**src/rtl/sorted_key_weight_table_unit_assert.svh**
```systemverilog
// Assertion macros for the sorted key/weight table.
// Each macro takes a label, an antecedent, a consequent and a message.
`ifndef SORTED_KEY_WEIGHT_TABLE_UNIT_ASSERT_SVH
`define SORTED_KEY_WEIGHT_TABLE_UNIT_ASSERT_SVH

`ifndef SYNTHESIS
`define SKWT_ASSERT_SAME(label, ante, cons, msg) \
    label: assert property (@(posedge aclk) disable iff (!aresetn) (ante) |-> (cons)) \
        else $error(msg);
`define SKWT_ASSERT_NEXT(label, ante, cons, msg) \
    label: assert property (@(posedge aclk) disable iff (!aresetn) (ante) |=> (cons)) \
        else $error(msg);
`else
`define SKWT_ASSERT_SAME(label, ante, cons, msg)
`define SKWT_ASSERT_NEXT(label, ante, cons, msg)
`endif

`endif

```
**src/rtl/skwt_ram.sv**
```systemverilog
`default_nettype none

module skwt_ram #(
    parameter int WIDTH = 8,
    parameter int DEPTH = 64
) (
    input  wire logic                     aclk,
    input  wire logic                     we,
    input  wire logic [$clog2(DEPTH)-1:0] waddr,
    input  wire logic [WIDTH-1:0]         wdata,
    input  wire logic [$clog2(DEPTH)-1:0] raddr,
    output logic      [WIDTH-1:0]         rdata
);

    logic [WIDTH-1:0] mem_reg [DEPTH];
    logic [WIDTH-1:0] rdata_reg;

    always_ff @(posedge aclk) begin
        if (we) begin
            mem_reg[waddr] <= wdata;
        end
        rdata_reg <= mem_reg[raddr];
    end

    assign rdata = rdata_reg;

endmodule

`default_nettype wire

```
**config.mk**
```make
export PLATFORM = sky130hd
export DESIGN_NAME = skwt_ram
export DESIGN_NICKNAME = d
export VERILOG_FILES = /design/src/rtl/sorted_key_weight_table_unit_assert.svh /design/src/rtl/skwt_ram.sv
export SDC_FILE = /design/constraint.sdc
export NUM_CORES = 1
export LEC_CHECK = 0
export BUFFER_PORTS_ARGS = -buffer_cell sky130_fd_sc_hd__buf_2
export CAP_MARGIN = 20
export CORE_UTILIZATION = 29
export DETAILED_ROUTE_END_ITERATION = 6
export PLACE_DENSITY = 0.39
export SLEW_MARGIN = 20
export SYNTH_ARGS = -nofsm -noshare
export SYNTH_HDL_FRONTEND = slang
export SYNTH_SLANG_ARGS = --single-unit
export TNS_END_PERCENT = 5
```
**constraint.sdc**
```tcl
create_clock -name aclk -period 3.16 [get_ports aclk]
set_input_delay 0.632 -clock aclk [delete_from_list [all_inputs] [get_ports aclk]]
set_output_delay 0.632 -clock aclk [all_outputs]
set_load 0.03 [all_outputs]
```
==> results_dict.tcl, run 1 <==
set metrics [dict create \
    path_max_fanout 15 \
    worstMarginPinSlew_ns 0.855 \
    post_cts_resized 0 \
    routabilityCongestion 0.751 \
    antenna_found_initial 5 \
    coreArea_sq_um 68700 \
    largest_reg_flops 512 \
    multi_input_area_sq_um 4320 \
    cts.sinks 520 \
    required_ns 3.64 \
    grt_overflow_total 0 \
    placed_cell_area_sq_um 22200 \
    ir_drop_v 0.000428 \
    fin_crit_sh_pct 72.1 \
    syn_area_sq_um 20200 \
    area_growth_pct 19.1 \
    clock_latency_ns 0.61 \
    syn_avg_cell_area_sq_um 21.5 \
    path_clk_slew_ns 0.06 \
    ant_nets 0 \
    ys_seq_area_share_pct 77.0 \
    cp.arrival_ns 2.76 \
    ioPinCount 30 \
    htreeDepth 2 \
    async_flop_share_pct 0 \
    synth_top_area_share_pct 76.2 \
    drc_errors 0 \
    r2r-start "mem_reg[29][6]" \
    p_leak_nw 7.62 \
    synth-edff-count 512 \
    synth_top_area_cell "edfxtp_1" \
    grt_max_degree 65 \
    layout_min_cycle_time_ns 2.28 \
    cts-root-buf "clkbuf_16" \
    drt_iter0_markers 818 \
    synth_common_cells "512 x edfxtp_1, 126 x mux4_2, 83 x nor2_1, 23 x mux2i_1, 19 x nand2_1" \
    final_area_sq_um 24000 \
    start_util_pct 29.4 \
    synthFlopType "edfxtp_1" \
    final-setup-viol-count 0 \
    power_density_nw_per_um2 627 \
    yosysWarnings 0 \
    gr-usage-all-layers_pct 15.6 \
    cts_setup_buffers 0 \
    nFillCells 6520 \
    r2r_setup_slack_ns 0.99 \
    wl_microns 54200 \
    rsz0062_at_grt "false" \
    hold_viol_final 0 \
    max_clock_freq_mhz 439 \
    ys_types 40 \
    die-area_sq_um 70600 \
    end_kind "flop" \
    drtPass1Iterations 7 \
    crit_type "primary input to flop" \
    via_count 9755 \
    cts_made_buffers 56 \
    maxCapViolCount 0 \
    max_slew_margin_pct 43.0 \
    clock_skew_ns 0.0285 \
    yosys-top-cells-area "edfxtp_1 76%, mux4_2 14%, nor2_1 1.5%" \
    synth.most_common_cell "edfxtp_1" \
    crit_start "raddr[1]" \
    dpl.hpwl_microns 34800 \
    port-buffer-count 29 \
    viasPerCell 4.71 \
    tritoncts "done" \
    ff_latch_area_sq_um 15500 \
    synth_nets 962 \
    die_x_microns 266 \
    grt_pass1_vias 10367 \
    hp-class "primary input to flop" \
    status "finished, final reports clean" \
    clock_path_buffers 3 \
    min-delay-start "raddr[5]" \
    maxSlewViolCount 0 \
    nets 1118 \
    setup_tns_ns 0 \
    grt_first_pass_wirelength_microns 77700 \
    startpoint_type "primary input" \
    hold_buffers 0 \
    die_y_microns 266 \
    ys_ff_latch 520 \
    synthCells 940 \
    wire_per_inst_microns 26.1 \
    drive_gt1_share_pct 32.4 \
    hold_slack_ns 0.491 \
    num_rows 96 \
]
[cell families (layout without fill, tap and decap cells)]
kind of cell    count (synthesis)  after routing  synth area share, %
compound gates                 54             54                 2.07
buf+inv                        51            251                 1.57
flops                         520            520                 77.0
mux                           162            162                 15.9
other cells                     0              2                    0
simple gates                  153            153                 3.39
[final timing paths]
check	endpoint	cells past startpoint
worst min-delay path	rdata[1]	3
worst max-delay path	rdata[2]	6
worst max register to register	rdata[6]	6
worst min register to register	rdata[1]	4
[layout make-up]
| class | instances | share of cell area [%] |
|---|---|---|
| Multi-Input combinational cell | 369 | 18.0 |
| Timing Repair Buffer | 149 | 4.94 |
| Clock buffer | 68 | 6.11 |
| Antenna cell | 2 | 0.0208 |
| Tap cell | 931 | 4.85 |
| Clock inverter | 34 | 1.47 |
| Sequential cell | 520 | 64.7 |
[power by group]
group	switching [mW]	leakage, nW	internal [mW]
logic	0.504	2.06	0.307
registers	0.0266	4.67	7.63
clock network	2.73	0.887	3.87
total	3.26	7.62	11.8
[routing by layer]
metal  vias up  global-route usage [%]  share of wire (%)
met5         -                       0              0.044
met4         4                    3.70                1.7
met3        70                    3.17                5.1
met2       231                    25.3                 48
met1      5194                    21.5                 46
li1       4256                       -                  -
[per-stage QoR]
| stage | worst slack, ns | instances | utilization [%] | power, mW |
|---|---|---|---|---|
| detailed placement | 0.157 | 1969 | 32.3 | 8.65 |
| global route | 0.757 | 2071 | 35.0 | 15.6 |
| floorplan | 0.860 | 940 | - | 8.23 |
| global placement | 0.132 | 1969 | 32.3 | 8.64 |
| finish | 0.881 | 2073 | 35.0 | 15.1 |
| CTS | 0.820 | 2071 | 35.0 | 15.3 |
[cell usage in the layout, fill, tap and decap left out, types with 3 or more instances in the layout]
master,instances
inv_6,4
clkinv_1,12
a21oi_1,3
clkinv_2,8
o221ai_1,8
mux2_2,13
buf_12,10
o2bb2ai_1,3
nand3_1,13
mux4_2,126
a211oi_1,4
nand2_1,19
buf_2,26
clkbuf_16,57
o22ai_1,8
nor2_1,83
mux2i_1,23
nor3_1,7
o2111ai_1,3
edfxtp_1,512
dfxtp_1,8
bufinv_16,7
nand3b_1,3
a22oi_1,3
a221oi_1,6
clkbuf_1,11
buf_4,112
nand2b_1,7
nor2b_1,14
[critical path, cell delays in order]
cell	delay [ns]
buf_4	0.36
buf_12	0.23
mux4_2	0.52
mux2_2	0.29
a221oi_1	0.56
o2bb2ai_1	0.13
No activity file was read; power rests on OpenSTA's default activity.
==> run 2, diff against run 1 <==
Settings changed: ABC_AREA from default to 1.
Clock period 3.16 ns to 2.2 ns, I/O delays scaled along.
==> results_dict.tcl, run 2 <==
set metrics [dict create \
    syn_area_sq_um 21300 \
    clock_latency_ns 0.61 \
    max_slew_margin_pct 57.1 \
    power.total_mw 22.4 \
    hold_viol_final 0 \
    status "finished, final reports clean" \
    gr-usage-all-layers_pct 17.1 \
    drt_iter0_markers 914 \
    final-setup-viol-count 0 \
    num_rows 99 \
    synth.most_common_cell "nand2_1" \
    antennaDiodeCount 0 \
    ant_nets 0 \
    ys_types 16 \
    die-area_sq_um 74700 \
    cts.sinks 520 \
    drive_gt1_share_pct 13.9 \
    ioPinCount 30 \
    grt_max_degree 65 \
    startpoint_type "flop" \
    antenna_found_initial 3 \
    max_clock_freq_mhz 544 \
    cts-root-buf "clkbuf_16" \
    via_count 13859 \
    crit_type "flop to output port" \
    grt_overflow_total 0 \
    crit_family "flip-flops" \
    maxCapViolCount 0 \
    tritoncts "done" \
    synth_common_cells "648 x nand2_1, 512 x edfxtp_1, 439 x nand3_1, 56 x nor2_1, 37 x buf_2" \
    cp_slowest_cell "dfxtp_1" \
    critPathMaxStageDelay_ns 0.51 \
    syn_avg_cell_area_sq_um 11.8 \
    crit_chain "buf_2" \
    setup_tns_ns 0 \
    ir_drop_v 0.000541 \
    area_growth_pct 18.7 \
    end_kind "output port" \
    cts_setup_buffers 0 \
    htreeDepth 2 \
    mostFrequentLayoutCell "nand2_1" \
    yosysWarnings 0 \
    async_flop_share_pct 0 \
    routabilityCongestion 0.773 \
    synthFlopType "edfxtp_1" \
    synthCells 1805 \
    grt_pass1_vias 13728 \
    rsz0062_at_grt "false" \
    die_x_microns 273 \
    power_density_nw_per_um2 883 \
    nets 1964 \
    coreArea_sq_um 72800 \
    yosys-top-cells-area "edfxtp_1 72%, nand2_1 11%, nand3_1 10%" \
    hold_buffers 0 \
    viasPerCell 4.70 \
    ys_ff_latch 520 \
    cp.arrival_ns 1.40 \
    drtPass1Iterations 5 \
    post_cts_resized 0 \
    synth_nets 1827 \
    path_max_fanout 1 \
    largest_reg_flops 512 \
    dpl.hpwl_microns 38600 \
    fin_crit_sh_pct 83.6 \
    worstMarginPinSlew_ns 0.644 \
    clock_path_buffers 3 \
    grt_first_pass_wirelength_microns 94200 \
    required_ns 1.76 \
    crit_buf_inv 1 \
    synth-edff-count 512 \
    layout_common_cells "648 x nand2_1, 512 x edfxtp_1, 439 x nand3_1" \
    p_leak_nw 9.22 \
    synth_top_area_cell "edfxtp_1" \
    die_y_microns 273 \
    drc_errors 0 \
    ys_seq_area_share_pct 72.8 \
    pre_cts_ws_ns -0.0103 \
    wl_microns 63200 \
    wire_per_inst_microns 21.4 \
    clock_skew_ns 0.00852 \
    layout_min_cycle_time_ns 1.84 \
    start_util_pct 29.3 \
    port-buffer-count 29 \
    path_clk_slew_ns 0.06 \
    maxSlewViolCount 0 \
    hp-class "primary input to flop" \
    setup_ws_ns 0.361 \
    cts_made_buffers 60 \
    synth_top_area_share_pct 72.0 \
]
run 2: per-layer routing:
metal / share of wire (%) / GRT usage (%) / vias to the layer above / wire [microns]
li1: - / - / 6629 / -
met1: 50 / 25.1 / 6912 / 31500
met2: 45 / 26.7 / 241 / 28500
met3: 3.4 / 2.06 / 75 / 2140
met4: 1.7 / 4.13 / 2 / 1060
met5: 0.014 / 0 / - / 9
run 2: area by class of cell:
class,count,area (sq um)
timing repair buffer,188,1680
tap,959,1200
multi-input combinational,1160,4950
sequential,520,15500
fill,7279,47500
clock inverter,34,352
clock buffer,74,1580
inverter,12,55.1
run 2: final timing paths:
| path | slack [ns] | endpoint | start | cells after the start |
|---|---|---|---|---|
| min reg2reg | 0.82 | rdata[7] | mem_reg[40][7] | 8 |
| min | 0.24 | rdata[7] | raddr[5] | 3 |
| max | 0.36 | rdata[2] | rdata[2] | 1 |
| max reg2reg | 0.80 | rdata[5] | mem_reg[23][5] | 8 |
run 2: worst reg2reg max path, cell delays in order, from the launching register on:
cell	delay (ns)
edfxtp_1	0.36
nand2_1	0.08
nand3_1	0.10
nand3_1	0.16
nand2_1	0.08
nand2_1	0.06
nand3_1	0.13
nand3_1	0.23
nand2_1	0.08
run 2: cell families (layout without fill, tap and decap cells):
family,after synthesis,count (layout),synth area share [%]
buffers and inverters,125,308,4.02
DFF,520,520,72.8
and+or+nand+nor,1160,1160,23.2
run 2: through the flow:
step                utilization [%]  std cells  hold slack (ns)  instance area (sq um)
global route                   34.8       2947            0.228                  25300
detailed placement             32.1       2839            0.823                  23400
CTS                            34.8       2947            0.204                  25300
floorplan                         -       1805            0.539                  21300
finish                         34.8       2947            0.238                  25300
global placement               32.1       2839            0.805                  23400
run 2: report_power, final:
group / switching [mW] / internal (mW) / leakage, nW
registers: 0.0463 / 11.0 / 4.67
clock network: 3.98 / 5.86 / 0.926
logic: 1.08 / 0.434 / 3.62
total: 5.10 / 17.3 / 9.22
==> run 3, diff against run 2 <==
Settings changed: PLACE_DENSITY 0.39 to 0.4.
Clock period 2.2 ns to 1.49 ns, I/O delays scaled along.
==> results_dict.tcl, run 3 (same netlist as run 2, synthesis figures left out) <==
set metrics [dict create \
    path_max_fanout 1 \
    max_clock_freq_mhz 693 \
    wire_per_inst_microns 21.1 \
    tritoncts "done" \
    mostFrequentLayoutCell "nand2_1" \
    final-setup-viol-count 0 \
    clock_skew_ns 0.0249 \
    setup_tns_ns 0 \
    viasPerCell 4.67 \
    cts_setup_buffers 0 \
    crit_chain "buf_2" \
    cts.sinks 520 \
    p_leak_nw 9.51 \
    startpoint_type "flop" \
    via_count 14010 \
    crit_type "flop to output port" \
    grt_first_pass_wirelength_microns 94400 \
    start_util_pct 29.3 \
    layout_common_cells "648 x nand2_1, 512 x edfxtp_1, 437 x nand3_1" \
    r2r-end "rdata[2]" \
    port-buffer-count 29 \
    crit_buf_inv 1 \
    wl_microns 63400 \
    multi_input_area_sq_um 5010 \
    maxCapViolCount 0 \
    status "finished, final reports clean" \
    wl_met1_microns 29800 \
    nets 2013 \
    critPathMaxStageDelay_ns 0.34 \
    hold_viol_final 0 \
    htreeDepth 2 \
    end_kind "output port" \
    dr_wl_met2_microns 29200 \
    drt_iter0_markers 1173 \
    nFillCells 7245 \
    largest_reg_flops 512 \
    die_y_microns 273 \
    max_slew_margin_pct 67.1 \
    ff_latch_area_sq_um 15500 \
    ant_nets 0 \
    ir_drop_v 0.000787 \
    die-area_sq_um 74700 \
    drtPass1Iterations 5 \
    wl_met3_microns 2950 \
    cp_slowest_cell "dfxtp_1" \
    cts_made_buffers 58 \
    dpl.hpwl_microns 39300 \
    rsz0062_at_grt "false" \
    worstMarginPinSlew_ns 0.493 \
    hold_slack_ns 0.0433 \
    fin_crit_sh_pct 96.8 \
    critical_path_cell_count 1 \
    hp-class "primary input to flop" \
    area_growth_pct 21.4 \
    cts-root-buf "clkbuf_16" \
    highest_layer "met4" \
    cp.arrival_ns 1.14 \
    grt_pass1_vias 14188 \
    crit_end "rdata[6]" \
    layout_min_cycle_time_ns 1.44 \
    r2r-start "mem_reg[57][2]" \
    ioPinCount 30 \
    crit_family "flip-flops" \
    path_clk_slew_ns 0.06 \
    gr-usage-all-layers_pct 17.1 \
    drive_gt1_share_pct 16.3 \
    clock_path_buffers 3 \
    drc_errors 0 \
    r2r_setup_slack_ns 0.10 \
    coreArea_sq_um 72800 \
    grt_max_degree 65 \
    power_density_nw_per_um2 1240 \
    required_ns 1.19 \
    worst_r2r_path_depth 8 \
    routabilityCongestion 0.776 \
    clock_latency_ns 0.61 \
    antenna_found_initial 1 \
    grt_overflow_total 0 \
    die_x_microns 273 \
    num_rows 99 \
    crit_start "rdata[6]" \
    maxSlewViolCount 0 \
]
==> run 3: cell count changes in the layout (fill, tap and decap cells not counted), moves of 3 or more <==
cell        previous run  this run
buf_12                26        45
buf_2                 27        21
buf_4                134       168
buf_6                  0         3
bufinv_16              7         3
clkbuf_1              13        10
clkinv_1              10        22
clkinvlp_4             6         1
dfxtp_1                8         2
dfxtp_2                0         6
nor4_1                 8         0
nor4_2                 0         7
==> run 3: how the worst min path moves through the flow <==
stage	depth (start not counted)	end	slack, ns	startpoint
after floorplan	0	mem_reg[0][0]	0.40	wdata[0]
after global placement	1	mem_reg[21][3]	0.54	wdata[3]
after detailed placement	1	mem_reg[21][3]	0.56	wdata[3]
after CTS	1	mem_reg[29][4]	0.0006	wdata[4]
after global routing	1	mem_reg[29][4]	0.01	wdata[4]
final	1	mem_reg[28][4]	0.04	wdata[4]
==> run 3: repair_timing <==
item	CTS	global route
setup endpoints to repair	6	3
hold buffers	1	0
endpoints found under the hold margin	1	0
gates resized for setup	14	3
==> run 3: metrics by stage <==
step | area [sq um] | setup slack, ns | power (mW) | instances | util [%]
floorplan | 21400 | -0.401 | 17.7 | 1805 | -
global placement | 24100 | -0.461 | 19.0 | 2889 | 33.1
detailed placement | 24100 | -0.462 | 19.0 | 2889 | 33.1
CTS | 25900 | -0.0106 | 32.6 | 2997 | 35.5
global route | 25900 | 0.00279 | 33.2 | 2997 | 35.6
finish | 25900 | 0.0477 | 32.1 | 2998 | 35.6
==> run 3: area by class of cell <==
| type | instances | area share (%) |
|---|---|---|
| inverter | 12 | 0.213 |
| clock inverter | 38 | 0.942 |
| timing repair buffer | 239 | 8.98 |
| tap | 959 | 4.63 |
| multi-input combinational | 1160 | 19.4 |
| clock buffer | 69 | 5.85 |
| antenna | 1 | 0.00966 |
| sequential | 520 | 60.0 |
==> run 3: report_power, final <==
group	internal, mW	switching (mW)
Clock	7.68	5.78
Sequential	16.2	0.0497
Combinational	0.794	1.63
Total	24.7	7.46
==> run 3: metal layers <==
metal  vias up  GRT usage [%]
met4         0           4.47
met1      6894           24.2
met2       296           27.1
met5         -              0
met3        85           2.78
li1       6735              -
